--- config.mk ---
export PLATFORM = sky130hd
export DESIGN_NAME = ppe_mul
export DESIGN_NICKNAME = d
export VERILOG_FILES = /design/src/sv/particle_pool_euler_step_unit_assert.svh /design/src/sv/ppe_pkg.sv /design/src/sv/ppe_mul.sv
export SDC_FILE = /design/constraint.sdc
export NUM_CORES = 2
export LEC_CHECK = 0
export BUFFER_PORTS_ARGS = -buffer_cell sky130_fd_sc_hd__buf_2
export CORE_UTILIZATION = 36
export CTS_BUF_LIST = sky130_fd_sc_hd__clkbuf_8 sky130_fd_sc_hd__clkbuf_16
export CTS_CLUSTER_SIZE = 14
export DETAILED_ROUTE_END_ITERATION = 10
export PLACE_DENSITY_LB_ADDON = 0.3
export SYNTH_ARGS = -nofsm -noshare
export SYNTH_HDL_FRONTEND = slang
export SYNTH_SLANG_ARGS = --single-unit
--- constraint.sdc ---
create_clock -name clk -period 17 [get_ports clk]
set_input_delay 3.4 -clock clk [delete_from_list [all_inputs] [get_ports clk]]
set_output_delay 3.4 -clock clk [all_outputs]
set_load 0.02 [all_outputs]
--- src/sv/particle_pool_euler_step_unit_assert.svh ---
// assertion macros for the particle pool block
// expects clk and rst in the scope of the module that uses them
`ifndef PARTICLE_POOL_EULER_STEP_UNIT_ASSERT_SVH
`define PARTICLE_POOL_EULER_STEP_UNIT_ASSERT_SVH

// same-cycle implication
`define PPE_ASSERT_NOW(label, ante, cons, msg) \
  label: assert property (@(posedge clk) disable iff (rst) (ante) |-> (cons)) \
    else $error(msg);

// next-cycle implication
`define PPE_ASSERT_NEXT(label, ante, cons, msg) \
  label: assert property (@(posedge clk) disable iff (rst) (ante) |=> (cons)) \
    else $error(msg);

`endif

--- src/sv/ppe_pkg.sv ---
// shared constants, item types and internal bundles of the particle pool block
// no dependencies
package ppe_pkg;

  localparam int POOL_SIZE = 32;
  localparam int SLOT_W    = (POOL_SIZE > 1) ? $clog2(POOL_SIZE) : 1;

  localparam int Q_W       = 24;
  localparam int TIME_W    = 20;
  localparam int RATE_W    = 16;
  localparam int RAND_W    = 12;
  localparam int SCALE_W   = 11;
  localparam int VAR_W     = 16;
  localparam int FACTOR_W  = VAR_W + SCALE_W;
  localparam int IDX_OUT_W = 5;

  localparam int MUL_A_W = Q_W + 1;
  localparam int MUL_B_W = FACTOR_W + 1;
  localparam int MUL_P_W = MUL_A_W + MUL_B_W;

  localparam int SH_RAND   = 8;
  localparam int SH_FACTOR = 16;
  localparam int SH_TIME   = 12;

  localparam int CFG_IDX_W  = 1;
  localparam int CFG_DATA_W = 24;
  localparam logic [CFG_IDX_W-1:0] REG_GRAVITY  = CFG_IDX_W'(0);
  localparam logic [CFG_IDX_W-1:0] REG_ROT_RATE = CFG_IDX_W'(1);

  localparam logic signed [Q_W-1:0] GRAVITY_RESET  = Q_W'(5120);
  localparam logic [RATE_W-1:0]     ROT_RATE_RESET = RATE_W'(655);

  localparam logic signed [Q_W-1:0] Q_MAX = {1'b0, {(Q_W-1){1'b1}}};
  localparam logic signed [Q_W-1:0] Q_MIN = {1'b1, {(Q_W-1){1'b0}}};

  localparam logic ACT_EMIT = 1'b0;
  localparam logic ACT_TICK = 1'b1;

  localparam logic [SLOT_W-1:0] LAST_SLOT = SLOT_W'(POOL_SIZE - 1);

  typedef struct packed {
    logic                      action;
    logic [TIME_W-1:0]         delta_time;
    logic signed [Q_W-1:0]     pos_x;
    logic signed [Q_W-1:0]     pos_y;
    logic signed [Q_W-1:0]     vel_x;
    logic signed [Q_W-1:0]     vel_y;
    logic signed [RAND_W-1:0]  rand_x;
    logic signed [RAND_W-1:0]  rand_y;
    logic [SCALE_W-1:0]        rand_scale;
    logic [VAR_W-1:0]          variation;
    logic [TIME_W-1:0]         life_time;
  } in_item_t;

  typedef struct packed {
    logic [IDX_OUT_W-1:0]  slot_index;
    logic                  alive;
    logic signed [Q_W-1:0] out_pos_x;
    logic signed [Q_W-1:0] out_pos_y;
    logic [Q_W-1:0]        out_rotation;
    logic [TIME_W-1:0]     out_life;
    logic                  last_slot;
  } out_item_t;

  typedef struct packed {
    logic signed [Q_W-1:0] pos_x;
    logic signed [Q_W-1:0] pos_y;
    logic signed [Q_W-1:0] vel_x;
    logic signed [Q_W-1:0] vel_y;
    logic [Q_W-1:0]        rotation;
    logic [TIME_W-1:0]     life;
  } slot_word_t;

  typedef struct packed {
    logic              en;
    logic [SLOT_W-1:0] addr;
    slot_word_t        data;
  } mem_wr_t;

  typedef struct packed {
    logic              en;
    logic [SLOT_W-1:0] addr;
  } mem_rd_t;

  typedef struct packed {
    logic signed [MUL_A_W-1:0] a;
    logic signed [MUL_B_W-1:0] b;
  } mul_op_t;

endpackage

--- src/sv/ppe_mul.sv ---
// shared signed multiplier with registered product
// depends on ppe_pkg
module ppe_mul import ppe_pkg::*; (
  input  logic                      clk,
  input  mul_op_t                   op,
  output logic signed [MUL_P_W-1:0] prod
);

  always_ff @(posedge clk) begin
    prod <= op.a * op.b;
  end

endmodule

# [Word-level counts from Yosys, hierarchy flattened]
# Cells that the tools add are included.
[totals] inputBits=54 regBits=53 wordCells=2 out_inout_bits=53
[op_classes] multipliers=1
[ops] operator="multiplier 25 x 28 -> 53 bit" count=1

# [Logic depth before layout (Yosys ltp)]
[depth] ltp_word=1 ltp_mapped=28

# [Least setup slack after synthesis]
# Ideal clock, no wire load.
[synth_timing] path_kind="input to register" startpoint="input op[32] in the netlist's numbering" endpoint="register prod[31]" stages=25 slack_ns=7.051 required_ns=16.918 arrival_ns=9.867 path_buffers=2 cell_sequence="clkbuf_1 -> clkbuf_1 -> nand2_1 -> fa_1 -> inv_1 -> fa_1 -> inv_1 -> fa_1 -> fa_1 -> inv_1 -> fa_1 -> fa_1 -> inv_1 -> fa_1 -> inv_1 -> ha_1 -> a21o_1 -> o21bai_1 -> or3_1 -> nor2b_4 -> o31a_1 -> o21ai_2 -> a21boi_1 -> or4b_1 -> o2111ai_1"
[synth_between] elab_chain_len=1
[synth_lines] element="start: declaration" line_no="ppe_mul.sv:5" source="input mul_op_t op,"
[synth_lines] element="multiplier 25 x 28 -> 53 bit" line_no="ppe_mul.sv:10" source="prod <= op.a * op.b;"
[synth_lines] element="end signal: assignment" line_no="ppe_mul.sv:10"
[synth_lines] element="end: declaration" line_no="ppe_mul.sv:6" source="output logic signed [MUL_P_W-1:0] prod"
# No other way between the ends.

# [Final worst setup path]
[layout_timing] startpoint="input op[25] in the netlist's numbering" endpoint="register prod[52]"
# The elaborated chain is that of the path after synthesis.

==> flow_metrics.tcl <==
set metrics [dict create \
    status "finished clean" \
    synthTopCellsByCount "fa_1, inv_1, and2_1, nand2_1, ha_1" \
    die_h_um 272 \
    synth_seq_cells 53 \
    synth-compound-area-share 0.0434 \
    syn_nets 3717 \
    path_clk_slew_ns 0.08 \
    clockBufferDepth 2 \
    avgViaCountPerCell 4.81 \
    grt_pass1_wl_um 113000 \
    path_common_cell "fa_1" \
    cts_tree "done" \
    synth-adder-area-share 0.623 \
    synthMuxAreaShare 0 \
    async_flop_share 0 \
    cts-htree-levels 2 \
    port_buffers 106 \
    overflow 0 \
    min_period_ns 10.86 \
    die_area_um2 74200 \
    yosysMostFrequentCell "fa_1" \
    fin_crit_sh 0.639 \
    grt_usage 0.197 \
    ys_top_cells_by_area "fa_1, inv_1, and2_1, ha_1, nand2_1" \
    synth_area_leader_cell "fa_1" \
    critPathArrivalTime_ns 11.09 \
    post-cts-setup-buffer-count 0 \
    crit_path_max_incr_delay_ns 0.64 \
    final_layout_size_suffix_gt1_frac 0.0501 \
    ys_seq_area_frac 0.0403 \
    core_um2 72000 \
    drt-initial-drc-count 824 \
    crit_fanout 25 \
    tightest_slew_ns 0.972 \
    ys_types 60 \
    yosys.area_share.simple 0.155 \
    fin_nets 3702 \
    synth_top_family_by_area "adder cells" \
    yosysWarnings 0 \
    grt_max_degree 29 \
    crit_type "primary input to flop" \
    end_kind "flop" \
    antenna_found_initial 14 \
    rows 98 \
    area_delta_synth_final_pct 5.33 \
    numCtsBuffers 5 \
    fmax_mhz 92.0 \
    synth-xor-area-share 0.0193 \
    start_util 0.366 \
    hold_viol_final 0 \
    clock_sinks 53 \
    synth_area_um2 26300 \
    crit_path_top_delay_cell "nor3_1" \
    largest_reg_flops 53 \
    cts.hold.buffers_added 0 \
    gp_congestion 0.862 \
    netlist_instances 2789 \
    path_cells "buf_2, nand2_1, fa_1, inv_1, fa_1, inv_1, fa_1, fa_1, inv_1, fa_1, fa_1, inv_1, fa_1, inv_1, ha_1, nand4_1, nor2_1, nor3_1, or4b_1, o211ai_1, o21ai_2, nand3_1, a21oi_1, xnor2_1" \
    dp_hpwl_um 55700 \
    syn_avg_cell_area_um2 9.44 \
    rsz0062_at_grt "no" \
    die_x_um 272 \
    drcViolationCount 0 \
    drv_slew 0 \
    postRouteAntennaNets 0 \
    relSlewSlack 0.347 \
    cp_num_buf_inv 6 \
    post_drt_wl_per_cell_um 18.3 \
    grt_pass1_vias 20012 \
    dominantRegCellSynth "dfxtp_1" \
    required_ns 17.23 \
    synth_top_area_frac 0.553 \
    cts_resized 0 \
    max_cap_viol_count 0 \
    setup_viol 0 \
    largest_register "prod" \
    crit_family "adder cells" \
    drt-pass1-iter-count 7 \
    cts_root_buf "clkbuf_16" \
    vias 17928 \
    wirelength_um 68400 \
    critPathLaunchType "primary input" \
    hp-class "primary input to flop" \
    synth_edf_count 0 \
    fin_tns_setup_ns 0 \
    largestRegisters "prod x53" \
    ioPinCount 107 \
]
==> stage by stage <==
stage               setup WS (ns)  instances  hold slack [ns]  area [µm²]   util
global placement             5.85       3717             3.82       27600  0.383
CTS                          6.25       3725             3.65       27700  0.385
global route                 5.85       3727             3.66       27700  0.385
detailed placement           5.91       3717             3.81       27600  0.383
finish                       6.14       3729             3.66       27700  0.385
floorplan                    7.05       2789             3.53       26300      -
==> logic make-up after synthesis <==
group | Yosys count
AOI/OAI and AO/OA | 166
xor gates and xnor gates | 58
adders and majority gates | 874
buffers and inverters | 835
DFF | 53
and+or+nand+nor | 803
==> cell usage in the layout, fill, tap and decap left out, types with 3 or more instances in the layout <==
| cell | count |
|---|---|
| a211o_1 | 3 |
| a21o_1 | 29 |
| a21oi_1 | 55 |
| a221o_1 | 3 |
| a31oi_1 | 4 |
| and2_1 | 354 |
| and3_1 | 5 |
| buf_2 | 106 |
| buf_4 | 5 |
| clkbuf_16 | 5 |
| dfxtp_1 | 53 |
| diode_2 | 4 |
| fa_1 | 727 |
| ha_1 | 147 |
| inv_1 | 703 |
| nand2_1 | 345 |
| nand2b_1 | 12 |
| nand3_1 | 6 |
| nand4_1 | 11 |
| nor2_1 | 44 |
| nor2b_1 | 4 |
| nor3_1 | 6 |
| o2111ai_1 | 4 |
| o211ai_1 | 6 |
| o21a_1 | 4 |
| o21ai_0 | 21 |
| o21ai_2 | 3 |
| o21bai_1 | 9 |
| o31ai_1 | 3 |
| or2_2 | 3 |
| or4b_1 | 3 |
| xnor2_1 | 38 |
| xor2_1 | 20 |
==> final timing paths <==
| check | startpoint | endpoint | slack (ns) | depth (start not counted) |
|---|---|---|---|---|
| setup / recovery | op[25] | prod[52]$_DFF_P_ | 6.14 | 24 |
| hold / removal | op[0] | prod[0]$_DFF_P_ | 3.66 | 3 |
==> per-layer routing <==
metal | global-route usage | share of wire
met1 | 0.262 | 0.43
met2 | 0.337 | 0.50
met3 | 0.0319 | 0.050
met4 | 0.0414 | 0.016
met5 | 0 | 0.00089
==> tightest hold or removal path: stages <==
cell and delay (ns):
buf_2 0.10, buf_4 0.24, and2_1 0.20
==> cell type report <==
type,count,area [µm²]
sequential,53,1060
clock inverter,3,17.5
clock buffer,5,125
antenna,4,10.0
timing repair buffer,111,568
fill,7264,44200
tap,950,1190
inverter,702,2640
multi-input combinational,1901,22100
Power is not shown: default switching activity piles up to over one toggle a cycle in this logic, so the estimate is an artifact.
